<file path="src/hdl/mtkt_pkg.sv">
// Types, codes and the multi-tap symbol table of the key translator.
package mtkt_pkg;

  localparam int TICK_BITS = 20;
  localparam int TIMEOUT_W = 20;
  localparam int STEP_W    = 7;
  localparam int CFG_W     = 20;
  localparam int CFG_IDX_W = 2;

  localparam logic [TICK_BITS-1:0] TICK_MAX = '1;

  // Command field codes
  localparam logic CMD_TICK   = 1'b0;
  localparam logic CMD_BUTTON = 1'b1;

  // Button codes
  localparam logic [4:0] BTN_LAST_DIGIT = 5'd9;
  localparam logic [4:0] BTN_ENTER      = 5'd10;
  localparam logic [4:0] BTN_MODE       = 5'd11;
  localparam logic [4:0] BTN_UP         = 5'd12;
  localparam logic [4:0] BTN_DOWN       = 5'd13;
  localparam logic [4:0] BTN_RIGHT      = 5'd14;
  localparam logic [4:0] BTN_LEFT       = 5'd15;
  localparam logic [4:0] BTN_CLICK      = 5'd16;

  localparam logic [3:0] NO_DIGIT = 4'd15;

  // Action codes
  localparam logic [1:0] ACT_KEY   = 2'd0;
  localparam logic [1:0] ACT_MOVE  = 2'd1;
  localparam logic [1:0] ACT_CLICK = 2'd2;

  // Key codes
  localparam logic [7:0] KC_BACKSPACE = 8'd14;
  localparam logic [7:0] KC_ENTER     = 8'd28;
  localparam logic [7:0] KC_UP        = 8'd103;
  localparam logic [7:0] KC_DOWN      = 8'd108;
  localparam logic [7:0] KC_RIGHT     = 8'd106;
  localparam logic [7:0] KC_LEFT      = 8'd105;

  // Configuration register indexes
  localparam logic [CFG_IDX_W-1:0] REG_TIMEOUT = 2'd0;
  localparam logic [CFG_IDX_W-1:0] REG_STEP_X  = 2'd1;
  localparam logic [CFG_IDX_W-1:0] REG_STEP_Y  = 2'd2;

  // Reset values of the configuration registers
  localparam logic [TIMEOUT_W-1:0] TIMEOUT_RST = 20'd1000;
  localparam logic [STEP_W-1:0]    STEP_RST    = 7'd20;

  typedef struct packed {
    logic [1:0]        action;
    logic [7:0]        key_code;
    logic signed [7:0] move_dx;
    logic signed [7:0] move_dy;
    logic              last;
  } res_t;

  // Results caused by one input item, in emit order
  typedef struct packed {
    logic [1:0] cnt;
    res_t       r0;
    res_t       r1;
  } res_pair_t;

  // Symbol for a digit: slot 0 is the digit's own code, slots 1-3 the taps after it
  function automatic logic [7:0] tap_code(input logic [3:0] digit, input logic [1:0] slot);
    logic [31:0] row;
    begin
      case (digit)
        4'd0:    row = {8'd11, 8'd57, 8'd14, 8'd0};
        4'd1:    row = {8'd2,  8'd30, 8'd48, 8'd46};
        4'd2:    row = {8'd3,  8'd32, 8'd18, 8'd33};
        4'd3:    row = {8'd4,  8'd34, 8'd35, 8'd23};
        4'd4:    row = {8'd5,  8'd36, 8'd37, 8'd38};
        4'd5:    row = {8'd6,  8'd50, 8'd49, 8'd24};
        4'd6:    row = {8'd7,  8'd25, 8'd16, 8'd19};
        4'd7:    row = {8'd8,  8'd31, 8'd20, 8'd22};
        4'd8:    row = {8'd9,  8'd47, 8'd17, 8'd45};
        4'd9:    row = {8'd10, 8'd21, 8'd44, 8'd10};
        default: row = '0;
      endcase
      case (slot)
        2'd0:    tap_code = row[31:24];
        2'd1:    tap_code = row[23:16];
        2'd2:    tap_code = row[15:8];
        default: tap_code = row[7:0];
      endcase
    end
  endfunction

endpackage

</file>
<file path="src/hdl/mtkt_core.sv">
// Translator state, configuration registers and the per-item decode.
module mtkt_core import mtkt_pkg::*; (
  input  logic                 clk,
  input  logic                 rst,
  input  logic                 cfg_we,
  input  logic [CFG_IDX_W-1:0] cfg_index,
  input  logic [CFG_W-1:0]     cfg_data,
  input  logic                 accept,
  input  logic                 cmd,
  input  logic [4:0]           button,
  output res_pair_t            pair
);

  logic [TIMEOUT_W-1:0] timeout_ticks;
  logic [STEP_W-1:0]    mouse_step_x;
  logic [STEP_W-1:0]    mouse_step_y;

  logic [3:0]           prev_digit, prev_digit_next;
  logic [2:0]           tap_count, tap_count_next;
  logic [TICK_BITS-1:0] idle_ticks, idle_ticks_next;
  logic                 mouse_mode, mouse_mode_next;

  logic       restart;
  logic [7:0] sym;
  logic [7:0] step_x8, step_y8;

  assign step_x8 = {1'b0, mouse_step_x};
  assign step_y8 = {1'b0, mouse_step_y};

  // Hold configuration, write on enable
  always_ff @(posedge clk) begin
    if (rst) begin
      timeout_ticks <= TIMEOUT_RST;
      mouse_step_x  <= STEP_RST;
      mouse_step_y  <= STEP_RST;
    end else if (cfg_we) begin
      case (cfg_index)
        REG_TIMEOUT: timeout_ticks <= cfg_data[TIMEOUT_W-1:0];
        REG_STEP_X:  mouse_step_x  <= cfg_data[STEP_W-1:0];
        REG_STEP_Y:  mouse_step_y  <= cfg_data[STEP_W-1:0];
        default: ;
      endcase
    end
  end

  assign restart = (button[3:0] != prev_digit) || (prev_digit == NO_DIGIT) ||
                   (idle_ticks >= timeout_ticks);

  // Decode the accepted beat against current state
  always_comb begin
    prev_digit_next = prev_digit;
    tap_count_next  = tap_count;
    idle_ticks_next = idle_ticks;
    mouse_mode_next = mouse_mode;
    pair            = '0;
    sym             = '0;
    if (accept) begin
      if (cmd == CMD_TICK) begin
        if (idle_ticks != TICK_MAX) idle_ticks_next = idle_ticks + 1'b1;
      end else if (button <= BTN_LAST_DIGIT) begin
        if (restart) begin
          tap_count_next = 3'd1;
        end else if (tap_count < 3'd4) begin
          tap_count_next = tap_count + 3'd1;
        end
        prev_digit_next = button[3:0];
        idle_ticks_next = '0;
        if (tap_count_next == 3'd1) begin
          pair.cnt         = 2'd1;
          pair.r0.key_code = tap_code(button[3:0], 2'd0);
          pair.r0.last     = 1'b1;
        end else begin
          sym              = tap_code(button[3:0], 2'(tap_count_next - 3'd1));
          pair.r0.key_code = KC_BACKSPACE;
          if (sym != 8'd0) begin
            pair.cnt         = 2'd2;
            pair.r1.key_code = sym;
            pair.r1.last     = 1'b1;
          end else begin
            pair.cnt     = 2'd1;
            pair.r0.last = 1'b1;
          end
        end
      end else if (button == BTN_ENTER) begin
        pair.cnt         = 2'd1;
        pair.r0.key_code = KC_ENTER;
        pair.r0.last     = 1'b1;
      end else if (button == BTN_MODE) begin
        mouse_mode_next = ~mouse_mode;
      end else if (button <= BTN_LEFT) begin
        pair.cnt     = 2'd1;
        pair.r0.last = 1'b1;
        if (mouse_mode) begin
          pair.r0.action = ACT_MOVE;
          case (button)
            BTN_UP:    pair.r0.move_dy = 8'd0 - step_y8;
            BTN_DOWN:  pair.r0.move_dy = step_y8;
            BTN_RIGHT: pair.r0.move_dx = step_x8;
            default:   pair.r0.move_dx = 8'd0 - step_x8;
          endcase
        end else begin
          case (button)
            BTN_UP:    pair.r0.key_code = KC_UP;
            BTN_DOWN:  pair.r0.key_code = KC_DOWN;
            BTN_RIGHT: pair.r0.key_code = KC_RIGHT;
            default:   pair.r0.key_code = KC_LEFT;
          endcase
        end
      end else if (button == BTN_CLICK) begin
        if (mouse_mode) begin
          pair.cnt       = 2'd1;
          pair.r0.action = ACT_CLICK;
          pair.r0.last   = 1'b1;
        end
      end
    end
  end

  // Advance translator state
  always_ff @(posedge clk) begin
    if (rst) begin
      prev_digit <= NO_DIGIT;
      tap_count  <= '0;
      idle_ticks <= '0;
      mouse_mode <= 1'b0;
    end else begin
      prev_digit <= prev_digit_next;
      tap_count  <= tap_count_next;
      idle_ticks <= idle_ticks_next;
      mouse_mode <= mouse_mode_next;
    end
  end

endmodule

</file>
<file path="src/hdl/mtkt_result_fifo.sv">
// Four-entry result queue: takes up to two results a cycle, sends one.
module mtkt_result_fifo import mtkt_pkg::*; (
  input  logic      clk,
  input  logic      rst,
  input  res_pair_t pair,
  input  logic      pop,
  output logic      space,
  output logic      head_valid,
  output res_t      head
);

  res_t       mem [4];
  logic [1:0] wr_ptr, rd_ptr;
  logic [2:0] count, count_next;
  logic       do_pop;

  assign do_pop     = pop && (count != 3'd0);
  assign space      = count <= 3'd2;
  assign head_valid = count != 3'd0;
  assign head       = mem[rd_ptr];
  assign count_next = count + {1'b0, pair.cnt} - {2'b0, do_pop};

  // Write the new results in order
  always_ff @(posedge clk) begin
    if (pair.cnt != 2'd0) mem[wr_ptr] <= pair.r0;
    if (pair.cnt == 2'd2) mem[wr_ptr + 2'd1] <= pair.r1;
  end

  // Advance pointers and fill level
  always_ff @(posedge clk) begin
    if (rst) begin
      wr_ptr <= '0;
      rd_ptr <= '0;
      count  <= '0;
    end else begin
      wr_ptr <= wr_ptr + pair.cnt;
      rd_ptr <= rd_ptr + {1'b0, do_pop};
      count  <= count_next;
    end
  end

endmodule

</file>
<file path="src/hdl/multi_tap_remote_key_translator_unit.sv">
// Results of an accepted input beat are decoded combinationally and registered in the result queue.
// Throughput: one input beat per cycle while the queue has room; its single read port
// sends one result per cycle while out_ready is high, so backspace plus symbol is two beats.
// Input is taken while the four-entry result queue has room for two results.
// Reset: config returns to defaults, state to no digit and arrow mode, queue empty.
module multi_tap_remote_key_translator_unit import mtkt_pkg::*; (
  input  logic                 clk,
  input  logic                 rst,
  input  logic                 cfg_we,
  input  logic [CFG_IDX_W-1:0] cfg_index,
  input  logic [CFG_W-1:0]     cfg_data,
  input  logic                 in_valid,
  output logic                 in_ready,
  input  logic                 cmd,
  input  logic [4:0]           button,
  output logic                 out_valid,
  input  logic                 out_ready,
  output logic [1:0]           action,
  output logic [7:0]           key_code,
  output logic signed [7:0]    move_dx,
  output logic signed [7:0]    move_dy,
  output logic                 last
);

  res_pair_t pair;
  res_t      head;
  logic      space;

  assign in_ready = space;

  mtkt_core u_core (
    .clk       (clk),
    .rst       (rst),
    .cfg_we    (cfg_we),
    .cfg_index (cfg_index),
    .cfg_data  (cfg_data),
    .accept    (in_valid && space),
    .cmd       (cmd),
    .button    (button),
    .pair      (pair)
  );

  mtkt_result_fifo u_fifo (
    .clk        (clk),
    .rst        (rst),
    .pair       (pair),
    .pop        (out_ready),
    .space      (space),
    .head_valid (out_valid),
    .head       (head)
  );

  assign action   = head.action;
  assign key_code = head.key_code;
  assign move_dx  = head.move_dx;
  assign move_dy  = head.move_dy;
  assign last     = head.last;

endmodule

</file>
<file path="config.mk">
export PLATFORM = sky130hd
export DESIGN_NAME = multi_tap_remote_key_translator_unit
export DESIGN_NICKNAME = d
export VERILOG_FILES = /design/src/hdl/mtkt_pkg.sv /design/src/hdl/mtkt_core.sv /design/src/hdl/mtkt_result_fifo.sv /design/src/hdl/multi_tap_remote_key_translator_unit.sv
export SDC_FILE = /design/constraint.sdc
export NUM_CORES = 1
export LEC_CHECK = 0
export BUFFER_PORTS_ARGS = -buffer_cell sky130_fd_sc_hd__buf_2
export CAP_MARGIN = 10
export CORE_MARGIN = 2
export CORE_UTILIZATION = 45
export DETAILED_ROUTE_END_ITERATION = 8
export GPL_TIMING_DRIVEN = 0
export PLACE_DENSITY = 0.73
export SLEW_MARGIN = 20
export SYNTH_ARGS = -nofsm -noshare
export SYNTH_HDL_FRONTEND = slang
export SYNTH_SLANG_ARGS = --single-unit
</file>
<file path="constraint.sdc">
create_clock -name clk -period 4.7 [get_ports clk]
set_input_delay 0.235 -clock clk [delete_from_list [all_inputs] [get_ports clk]]
set_output_delay 0.235 -clock clk [all_outputs]
set_load 0.01 [all_outputs]
</file>
# == Word level (Yosys, flattened, before mapping) ==
# Memories as Yosys holds them, arrays and structs flattened. A register that Yosys moved wholly into a read port is not among the register bits.
# Index checks and enable logic that the tools add are counted.
# word_totals
inputBits,33
ramBits,108
elab_cells,123
output_inout_bits,29
mem_count,3
mem_bits_ro,704
reg_bits,69
# op_classes
n_lt_le_gt_ge,5
addsub,10
reduce_logical,17
bitwise,3
n_eq_ne,16
muxes,59
# mem_list
memory,words,word_bits,read_ports,rd_ports_with_merged_regs,wr,line,source
(name not given),16,22,1,0,0,mtkt_pkg.sv:69,case (digit)
(name not given),16,22,1,0,0,mtkt_pkg.sv:69,
u_fifo.mem,4,27,1,1,2,mtkt_result_fifo.sv:12,res_t mem [4];
# ops
op,n
$mux W8,13
$mux W29,3
$mux W20,3
$mux W16,3
$pmux W8 S2,2
$eq A5 B4 Y1 const B,5
$mux W24,1
$pmux W8 S3,1
$mux W3,7
$add A20 B1 Y20 const B,1
$ge A20 B20 Y1,1
$ne A20 B20 Y1 const B,1
$mux W1,17
$sub A1 B7 Y8 const A,2
$mux W2,7
$pmux W4 S3,1
$le A5 B4 Y1 const B,2
$reduce_bool A8 Y1,1
$eq A2 B2 Y1 const B,3
$reduce_and A2 Y1,3
$reduce_and A3 Y1,2
$eq A5 B5 Y1 const B,1
$reduce_and A5 Y1,1
$eq A2 B1 Y1 const B,2
other kinds (21),27

# == Longest topological paths before layout ==
# Gate-level depths: netlist (run 1).
# logic_depth
depth_word,23
mapped_depth,17

# == Cells and area by module ==
# Synthesis (run 1) repeated with hierarchy kept, for this count alone.
# unflattened
hier_cells,917
hier_area_um2,10341.2
# by_module_without_submodules
module,cells_per_inst,area_each_um2,instances
mtkt_result_fifo,306,5660.4,1
mtkt_core,610,4674.5,1
multi_tap_remote_key_translator_unit,1,6.3,1

# == Least setup slack after synthesis (run 1) ==
# Ideal clock, no wire load.
# synth_path
path_kind,input -> register
from,input port button[0]
to,register u_fifo.count[2]
arrival_ns,3.226
slack_ns,1.346
stages,16
setup_time_ns,0.128
path_cell_list,clkbuf_1 inv_1 ha_1 nand2b_1 a21oi_1 o311ai_0 nand4_1 a22oi_2 a211oi_1 nor2_1 ha_1 inv_1 fa_1 xnor2_1 xnor2_1 nor2_1
# synth_between
elab_chain_cells,22
elab_cells_between_ends,35
classes_between,add/sub: 3; order compare: 2; eq/ne: 7; mux: 18; reduce/logical: 4; memory: 1
# synth_rtl
item,line,source
start: declaration,multi_tap_remote_key_translator_unit.sv:15,"input logic [4:0] button,"
$ne A4 B4 Y1,mtkt_core.sv:46,assign restart = (button[3:0] != prev_digit) || (prev_digit == NO_DIGIT) ||
$logic_or A1 B1 Y1 (2 in a row),mtkt_core.sv:46,
$mux W3,mtkt_core.sv:61,if (restart) begin
$mux W3,mtkt_core.sv:60,end else if (button <= BTN_LAST_DIGIT) begin
$mux W3,mtkt_core.sv:58,if (cmd == CMD_TICK) begin
$mux W3,mtkt_core.sv:57,if (accept) begin
$sub A2 B1 Y2,mtkt_core.sv:73,"sym = tap_code(button[3:0], 2'(tap_count_next - 3'd1));"
"$eq A2 B2 Y1, or another cell as far along",mtkt_pkg.sv:82,case (slot)
(+5 left out),n/a,
$reduce_bool A8 Y1,mtkt_core.sv:75,if (sym != 8'd0) begin
$mux W2,mtkt_core.sv:75,
$mux W2,mtkt_core.sv:68,if (tap_count_next == 3'd1) begin
$mux W2 (*),mtkt_core.sv:60,
$mux W29 (*),mtkt_core.sv:58,
$mux W29 (*),mtkt_core.sv:57,
$add A3 B2 Y3 (*),mtkt_result_fifo.sv:21,"assign count_next = count + {1'b0, pair.cnt} - {2'b0, do_pop};"
$sub A3 B1 Y3 (*),mtkt_result_fifo.sv:21,
end signal: assignment,mtkt_result_fifo.sv:38,count <= count_next;
end: declaration,mtkt_result_fifo.sv:14,"logic [2:0] count, count_next;"
# Mark *: on every way between the ends. The rest lies on a longest branch, timed or not. The select of a mux whose other input is x is not followed.
# A chain may end at the register's enable or synchronous reset.

# == Worst setup path after layout (run 1) ==
# layout_path
from,register u_core.idle_ticks[2]
to,register u_fifo.count[2]
# layout_between
elab_chain_cells,21
elab_cells_between_ends,24
classes_between,add/sub: 3; order compare: 1; eq/ne: 3; mux: 14; reduce/logical: 3
# layout_rtl
item,line,source
start: declaration,mtkt_core.sv:20,"logic [TICK_BITS-1:0] idle_ticks, idle_ticks_next;"
start signal: assignment,mtkt_core.sv:129,idle_ticks <= idle_ticks_next;
$ge A20 B20 Y1 (*),mtkt_core.sv:47,(idle_ticks >= timeout_ticks);
$logic_or A1 B1 Y1 (*),mtkt_core.sv:46,
$mux W3 (*),mtkt_core.sv:61,
$mux W3 (*),mtkt_core.sv:60,
$mux W3 (*),mtkt_core.sv:58,
$mux W3 (*),mtkt_core.sv:57,
$sub A2 B1 Y2,mtkt_core.sv:73,
"$eq A2 B2 Y1, or another cell as far along",mtkt_pkg.sv:82,
(+5 left out),n/a,
$reduce_bool A8 Y1,mtkt_core.sv:75,
$mux W2,mtkt_core.sv:75,
$mux W2 (*),mtkt_core.sv:68,
$mux W2 (*),mtkt_core.sv:60,
$mux W29 (*),mtkt_core.sv:58,
$mux W29 (*),mtkt_core.sv:57,
$add A3 B2 Y3 (*),mtkt_result_fifo.sv:21,
$sub A3 B1 Y3 (*),mtkt_result_fifo.sv:21,
# Marked as above.

==> run summary, run 1 <==
The worst hold path belongs to the class in -> reg. The TritonCTS sink count was 173; the largest buffer count on any clock path was 2. For the number of iterations in the first detailed-routing pass, the log shows 5. The relative contribution of the clock network to total power was 39.7%; the total of hold buffers inserted after clock tree synthesis was 3.

Yosys attributes the largest share of cell area to sky130_fd_sc_hd__dfxtp_1, sky130_fd_sc_hd__edfxtp_1, sky130_fd_sc_hd__nor2_1. The count of final hold-check violations is 0. In this design, the largest share of critical-path delay is due to compound AO/OA/AOI/OAI gates. The worst-case hold slack was 0.0319 ns.

The tools report the startpoint of the lowest-slack register-to-register path as u_core.idle_ticks[2]. The worst vdd rail ir drop is 0.275 mV, and the worst endpoint required time is 4.99 ns. The area inside the core boundary came out at 20300 µm². Of all nets on the critical path, the largest fanout is 10.

After clock tree synthesis, the setup repair step added 0 buffers. The slew at the pin closest to its max-slew limit was 0.864 ns. Across the run, the number of max-cap violations was 0. Power spread over the standard cell area amounts to 341 nW/µm².

Final standard cell count with taps included and fillers excluded: 1445. For this run, design rule violations remaining after detail routing come to 0. The clock latency on the worst-skew pair came out at 0.43 ns. The initial cell density of the core was 46.0%; the die outline height was 148 µm. Compared with the post-synthesis result, the final layout area differs by 13.3%. The post-CTS resize count is 0, and the total nets after synthesis is 1155.

The critical path ends at u_fifo.count[2]. The minimum clock period works out to 4.12 ns. The final net count is 1234. Of the cells placed in the final design, the portion with a size suffix greater than 1 is 14.7%.

The logs give 52.1% for the final core utilization and 1411 for the number of placed instances, taps included. The critical path starts at u_core.idle_ticks[2]. The number of buffer and inverter instances along the worst setup path came out at 2. The detailed router finished its first iteration with 522 violations. TritonCTS built the clock tree.

For the mapped cell area, the log shows 9340 µm². In the synthesized netlist the async set-or-reset flop fraction comes to 0%. The slowest stage of the critical path is the sky130_fd_sc_hd__a22oi_2 cell. The average wire per cell in the routed design is 17.3 µm. After synthesis, flip-flops and latches occupy 40.1% of the total area. Summing over every cut layer, the via total after detailed routing is 8270.

The synthesized design spends more area on one cell type than any other, namely sky130_fd_sc_hd__dfxtp_1. The synthesized design contains 173 register bits. Once placement finished, the instance area stood at 9960 µm². The clock root buffer is sky130_fd_sc_hd__clkbuf_16. Endpoint of the worst register-to-register path: u_fifo.count[2].

Across every metal layer, demand over resource in global routing totals 23.2%. For this run, the leading register cell type out of synthesis is sky130_fd_sc_hd__dfxtp_1. The run gives 43.6% as the sequential group share of total power. For the weighted congestion reported at the end of routability-driven placement, the log shows 0.927.

Maximum level of the CTS H-tree: 4. The count of flip-flops with a built-in enable after synthesis was 28. The internal portion of the total power is 2.56 mW. The die area is 21900 µm², and the final instance area is 10600 µm². The number of antenna violations at the first check in global routing was 0. The wire-length estimate of the detail-placed layout is 18500 µm. The worst setup path is captured at a register. The number of different library cells used by synthesis comes to 70.

met2 is the most crowded layer. Once detail routing completed, the nets flagged for antenna violations numbered 0. In this run the static leakage power is 4.10 nW.

The clock input transition at the sequential cells of the worst setup and hold paths is 0.07 ns, and the I/O pin count is 62. Synthesis handed over a netlist of 1084 instances. In the global route stage, met3 resource usage came out at 4.88%. In the global route stage, met2 resource usage came out at 37.8%. Of the available clock period, the critical path in the final layout requires 87.6%.

The run gives 40300 µm as the wire length of the first global-routing pass. The instance count on the critical path works out to 16. Type of element launching the critical path: a register. Summed over all nets, the switching power comes to 1.05 mW. The run gives 16.7% as the fraction of power consumed by combinational cells. After detailed routing, the total wire length is 24900 µm. The final global-route overflow total was 0; the worst setup skew after layout was 0.0124 ns. The repair_antennas step left the layout with diodes totalling 0. The number of cells on the worst reg-to-reg path is 16. The signal on the critical path passes through ha_1, a211oi_1, o21ai_0, a21oi_1, o31a_1, buf_2, nand3_1, a22oi_2, a211oi_1, nor2_1, ha_1, inv_1, fa_1, xnor2_1, xnor2_1, nor2_1. In this run the core area contains 52 standard-cell rows.

The final-report max-slew violation count was 0. The met1 track demand over resource is 31.0%. The setup-violating endpoint count in the final report is 0. The ratio of routed vias to standard cells came out at 5.72. The area share of the largest cell type after synthesis is 31.1%. The logs give 0.58 ns for the slack of the worst reg-to-reg path and 1933 for the number of inserted filler cells in the final layout. A synthesized cell averages 8.61 µm². In this run the tightest slew margin relative to its limit is 42.4%. The count of buffers added on input and output ports is 57.

The kind of critical path was reg -> reg. At the worst endpoint, the arrival time is 4.41 ns. Entering global routing, the biggest net connects 18 pins. The via count of the first global-routing pass is 7763. The Yosys step of the flow raised 0 warnings.

The run finished with clean final reports. Setup repair after global routing left no endpoint under its margin. In this run switching power makes up 29.0% of total power. Setup total negative slack on the finished layout was measured at 0 ns.

The library cells used most frequently in the layout, excluding fill and tap cells, are sky130_fd_sc_hd__nor2_1, sky130_fd_sc_hd__dfxtp_1, sky130_fd_sc_hd__a21oi_1. The leading cell type in the layout, fill and taps excluded was sky130_fd_sc_hd__nor2_1. Derived from the worst setup path, the maximum achievable clock frequency is 243 MHz. The floorplan step set the die width to 148 µm.

The maximum single-stage delay on the critical path came out at 0.46 ns. The number of clock buffers added by TritonCTS is 17.
cell usage after synthesis, drive strengths merged (3+ instances only):
library cell and n:
nor2 196, dfxtp 145, xnor2 17, o311ai 3, a2bb2o 7, nor3 31
o31ai 5, ha 37, clkbuf 38, nor3b 5, and2 4, a21boi 5
a31o 3, nand2b 10, mux4 26, inv 45, nand3b 3, a31oi 7
nand2 90, o21ai 30, buf 35, nand3 23, o211ai 6, nor2b 13
or3 12, a211o 15, xor2 12, mux2i 16, a211oi 7, a21oi 124
or2 7, o21bai 6, o22ai 22, and3 6, and4 3, edfxtp 28
nor4 4, nand4 12
per-stage QoR:
step	total power, mW	setup WS (ns)
after detailed placement	2.20	0.496
after global placement	2.19	0.477
final	3.60	0.585
after CTS	3.61	0.638
after floorplan	2.03	1.35
after global routing	3.74	0.241
worst min-delay path, stage by stage:
cell	delay (ns)
sky130_fd_sc_hd__buf_2	0.09
sky130_fd_sc_hd__nand2_1	0.04
sky130_fd_sc_hd__a21oi_1	0.05
worst min-delay path by stage:
stage,start,end,cells past startpoint
2_1_floorplan,cfg_data[3],u_core.timeout_ticks[3],1
3_3_place_gp,cfg_data[8],u_core.timeout_ticks[8],2
6_report,cfg_data[11],u_core.timeout_ticks[11],3
5_1_grt,cfg_data[14],u_core.timeout_ticks[14],3
3_5_place_dp,cfg_data[7],u_core.timeout_ticks[7],2
4_1_cts,cfg_data[13],u_core.timeout_ticks[13],3
area by class of cell:
class	instances	area [µm²]	area share, %
clock inverters	12	141	1.34
inverters	45	169	1.60
multi-input cells	793	5080	48.1
clock buffers	19	443	4.19
plain buffers	73	340	3.22
flip-flops and latches	173	3740	35.4
repair buffers	60	315	2.98
well taps	270	338	3.20
routing by layer:
metal  part of all wire [%]  wire length (µm)
met1                     44             11100
met2                     46             11500
met3                    7.4              1850
met4                    2.0               498
met5                      0                 0
registers in the layout (all words and copies together) (netlist names):
name	flops
u_core.mouse_mode	1
u_core.timeout_ticks	20
u_fifo.mem	104
u_core.tap_count	3
u_core.mouse_step_y	7
u_core.prev_digit	4
u_core.mouse_step_x	7
u_fifo.rd_ptr	2
u_fifo.count	3
u_core.idle_ticks	20
u_fifo.wr_ptr	2
power groups by stage:
stage	clock network [mW]	registers, mW	logic, mW
floorplan	0	1.60	0.429
global placement	0	1.60	0.591
detailed placement	0	1.61	0.596
CTS	1.44	1.57	0.602
global route	1.50	1.58	0.667
finish	1.43	1.57	0.601
kinds of logic after synthesis:
family,Yosys count,synth area share (%)
AOI/OAI and AO/OA,258,17.8
xor gates and xnor gates,29,2.80
adders and majority gates,38,5.17
buffers and inverters,118,5.46
DFF,173,40.1
muxes,43,8.15
other,1,0.0402
and+or+nand+nor,424,20.5
No activity file was read; power rests on OpenSTA's default activity.
==> inputs of run 2 (changes only) <==
--- a/config.mk
+++ b/config.mk
@@ -12,5 +12,7 @@
 export DETAILED_ROUTE_END_ITERATION = 8
 export GPL_TIMING_DRIVEN = 0
+export HOLD_SLACK_MARGIN = 0.06
 export PLACE_DENSITY = 0.73
+export SETUP_SLACK_MARGIN = 0.1
 export SLEW_MARGIN = 20
 export SYNTH_ARGS = -nofsm -noshare
==> constraint.sdc (replaced) <==
create_clock -name clk -period 4.7 [get_ports clk]
set_input_delay 0.94 -clock clk [delete_from_list [all_inputs] [get_ports clk]]
set_output_delay 0.94 -clock clk [all_outputs]
set_load 0.01 [all_outputs]
==> run 2 against run 1 <==
Net effect: cell count about the same; sequential power about the same; setup slack worse by 0.17 ns; critical path depth up 2; power about the same; via count down 0.58%; largest cell class unchanged; largest power group unchanged; highest routed layer unchanged.
==> run summary, run 2 (synthesis gave the netlist of run 1 again) <==
For the worst slack after detailed placement, the log shows -0.209 ns (-0.705 ns). The I/O pin count was 62 (unchanged); the total of hold buffers inserted after clock tree synthesis was 0 (-3). The run gives 173 (unchanged) as the TritonCTS sink count. The register with the most flip-flops in the final layout is u_fifo.mem. The tools report the total number of vias as 8222 (-0.58%). The slack of the worst reg-to-reg path is 0.69 ns (+0.11 ns), and the area added between synthesis and finish is 13.2% (about the same). The via count of the first global-routing pass is 7754 (-0.12%), and the ratio of routed vias to standard cells is 5.69 (-0.51%). The total of buffers placed on input and output ports was 57 (unchanged); the flip-flop count of the largest register after layout was 104 (unchanged). In the final layout, the registers with the most flip-flops are u_fifo.mem x104, u_core.idle_ticks x20, u_core.timeout_ticks x20. The period utilization was 91.2% (+3.6 points); the final net count was 1233 (-0.081%). In this run the worst setup path terminates at u_fifo.count[2].

The minimum clock period was 4.29 ns (+0.170 ns). The startpoint identified for the worst register-to-register timing path is u_core.timeout_ticks[19]. The final core utilization came out at 52.0% (about the same).

The clock root buffer is sky130_fd_sc_hd__clkbuf_16. The half-perimeter wire length of the detailed placement result was 18500 µm (unchanged); the setup-violating endpoint count in the final report was 0 (unchanged). The pin count of the biggest net entering global routing is 18 (unchanged), and the average wire per cell in the routed design is 17.2 µm (-0.12%). Die outline height: 148 µm (unchanged). Fraction of layout cells with a size suffix above 1: 15.1% (+0.35 points). The run gives 23.2% (about the same) as the global router's overall resource usage.

The flow ran to the end, and the final reports show no timing, DRC or antenna violations. TritonCTS built the clock tree. The power density over the cells was 341 nW/µm² (+0.16%); the initial cell density of the core was 46.0% (unchanged).

The critical path data arrival time is 4.58 ns (+0.17 ns). The count of final hold-check violations is 0 (unchanged), and the sum of routed wire length over all layers is 24900 µm (-0.19%). The run gives 40300 µm (about the same) as the wire length of the first global-routing pass. For the initial DRC count, the log shows 680 (+30%). The die area was 21900 µm² (unchanged). The clock latency on the worst-skew pair was 0.44 ns (about the same); the multi-input combinational cell area was 5090 µm² (about the same). The run gives 4 (unchanged) as the maximum level of the CTS H-tree. STA classifies the critical path endpoint as a register. The max-capacitance violation count was 0 (unchanged); the number of iterations in the first detailed-routing pass was 5 (unchanged).

Remaining antenna violation count after routing: 0 (unchanged). In the layout the commonest cells are sky130_fd_sc_hd__nor2_1, sky130_fd_sc_hd__dfxtp_1, sky130_fd_sc_hd__a21oi_1. The maximum fanout encountered on the critical timing path was 9 (-1); the largest buffer count on any clock path was 2 (unchanged).

The tools report the number of placement rows as 52 (unchanged). The kind of critical path is in -> reg. The slew at the pin closest to its max-slew limit came out at 0.853 ns (-0.0102 ns). Tracing the worst setup path back leads to its startpoint at button[0]. The count of unresolved DRC violations after routing is 0 (unchanged), and the number of antenna violations at the first check in global routing is 0 (unchanged). The tools report the setup slack of the critical path after layout as 0.415 ns (-0.170 ns). The run gives 3740 µm² (unchanged) as the area occupied by registers.

In this run the critical register-to-register path is captured at u_fifo.count[2]. The maximum clock frequency is 233 MHz (-4.0%). The tools report the worst vdd rail ir drop as 0.278 mV (+1.1%). The tools report the static leakage as 4.10 nW (about the same).

The worst endpoint required time is 5.00 ns (about the same). Setup repair after global routing left no endpoint under its margin. The type of element launching the critical path is an input port. The area inside the core boundary came out at 20300 µm² (unchanged). The final-report max-slew violation count is 0 (unchanged), and the clock input transition at the sequential cells of the worst setup and hold paths is 0.07 ns (about the same).

The count of inserted antenna diode cells was 0 (unchanged). The worst hold path belongs to the class reg -> reg. The die outline width was 148 µm (unchanged).

The leading cell type in the layout, fill and taps excluded is sky130_fd_sc_hd__nor2_1. Relative slew slack: 43.1% (+0.68 points). The final global-route overflow total was 0 (unchanged). Worst setup skew after layout: 0.0108 ns (-0.00155 ns). Weighted congestion reported at the end of routability-driven placement: 0.927 (unchanged).

The total clock buffers created by CTS was 17 (unchanged). The number of inserted filler cells in the final layout was 1939 (+0.31%); the number of cells on the worst reg-to-reg path was 16 (unchanged).
-- run 2: area by class of cell --
| cell class | count | area share (%) |
|---|---|---|
| flip-flops and latches | 173 | 35.4 |
| plain buffers | 73 | 3.23 |
| well taps | 270 | 3.20 |
| clock buffers | 19 | 4.19 |
| clock inverters | 12 | 1.34 |
| multi-input cells | 793 | 48.2 |
| repair buffers | 59 | 2.84 |
| inverters | 45 | 1.60 |
-- run 2: routing by layer --
layer  GRT usage (%)  vias to the layer above  share of wire, %
li1                -                     3981                 -
met1            31.0                     3870                44
met2            37.8                      323                46
met3            4.88                       48               7.6
met4            7.05                        0               2.0
met5               0                        -                 0
-- run 2: metrics by stage --
stage	hold WS (ns)	std cells	total power, mW	area [µm²]	setup TNS [ns]
6_report	0.455	1444	3.60	10600	0
5_1_grt	0.472	1444	3.74	10600	0
4_1_cts	0.457	1442	3.61	10500	0
3_5_place_dp	0.447	1411	2.20	9960	-0.524
3_3_place_gp	0.440	1411	2.19	9960	-0.469
2_1_floorplan	0.432	1084	2.03	9340	0
-- run 2: how the worst min path moves through the flow --
stage / from / endpoint / slack, ns / cells after the start
6_report: u_core.timeout_ticks[13] / u_core.timeout_ticks[13] / 0.46 / 2
3_3_place_gp: u_fifo.mem[1][23] / u_fifo.mem[1][23] / 0.44 / 2
2_1_floorplan: u_fifo.mem[2][23] / u_fifo.mem[2][23] / 0.43 / 2
3_5_place_dp: u_core.timeout_ticks[10] / u_core.timeout_ticks[10] / 0.45 / 2
5_1_grt: u_core.timeout_ticks[13] / u_core.timeout_ticks[13] / 0.47 / 2
4_1_cts: u_core.timeout_ticks[10] / u_core.timeout_ticks[10] / 0.46 / 2
-- run 2: worst max-delay path: stages --
cell and delay (ns):
sky130_fd_sc_hd__buf_2 0.13, sky130_fd_sc_hd__clkbuf_2 0.20, sky130_fd_sc_hd__inv_1 0.14, sky130_fd_sc_hd__ha_1 0.30, sky130_fd_sc_hd__inv_1 0.09, sky130_fd_sc_hd__nor2_1 0.30
sky130_fd_sc_hd__o311ai_0 0.16, sky130_fd_sc_hd__a32oi_1 0.42, sky130_fd_sc_hd__nand3_2 0.15, sky130_fd_sc_hd__o32ai_4 0.31, sky130_fd_sc_hd__a211oi_2 0.22, sky130_fd_sc_hd__nor2_1 0.25
sky130_fd_sc_hd__ha_1 0.19, sky130_fd_sc_hd__inv_1 0.05, sky130_fd_sc_hd__fa_1 0.37, sky130_fd_sc_hd__xnor2_1 0.18, sky130_fd_sc_hd__xnor2_1 0.13, sky130_fd_sc_hd__nor2_1 0.06
-- run 2: timing repair --
item / 4_1_cts / 5_1_grt
setup endpoints to repair: 0 / 3
buffers inserted: 0 / 2
hold endpoints to repair: 0 / 0
resized for setup: 0 / 3
-- run 2: report_power, final --
part / leakage (nW) / total [mW] / internal [mW] / switching [mW]
Sequential: 1.40 / 1.57 / 1.54 / 0.0289
Clock: 0.288 / 1.43 / 0.768 / 0.662
Combinational: 2.41 / 0.602 / 0.245 / 0.357
Total: 4.10 / 3.60 / 2.56 / 1.05
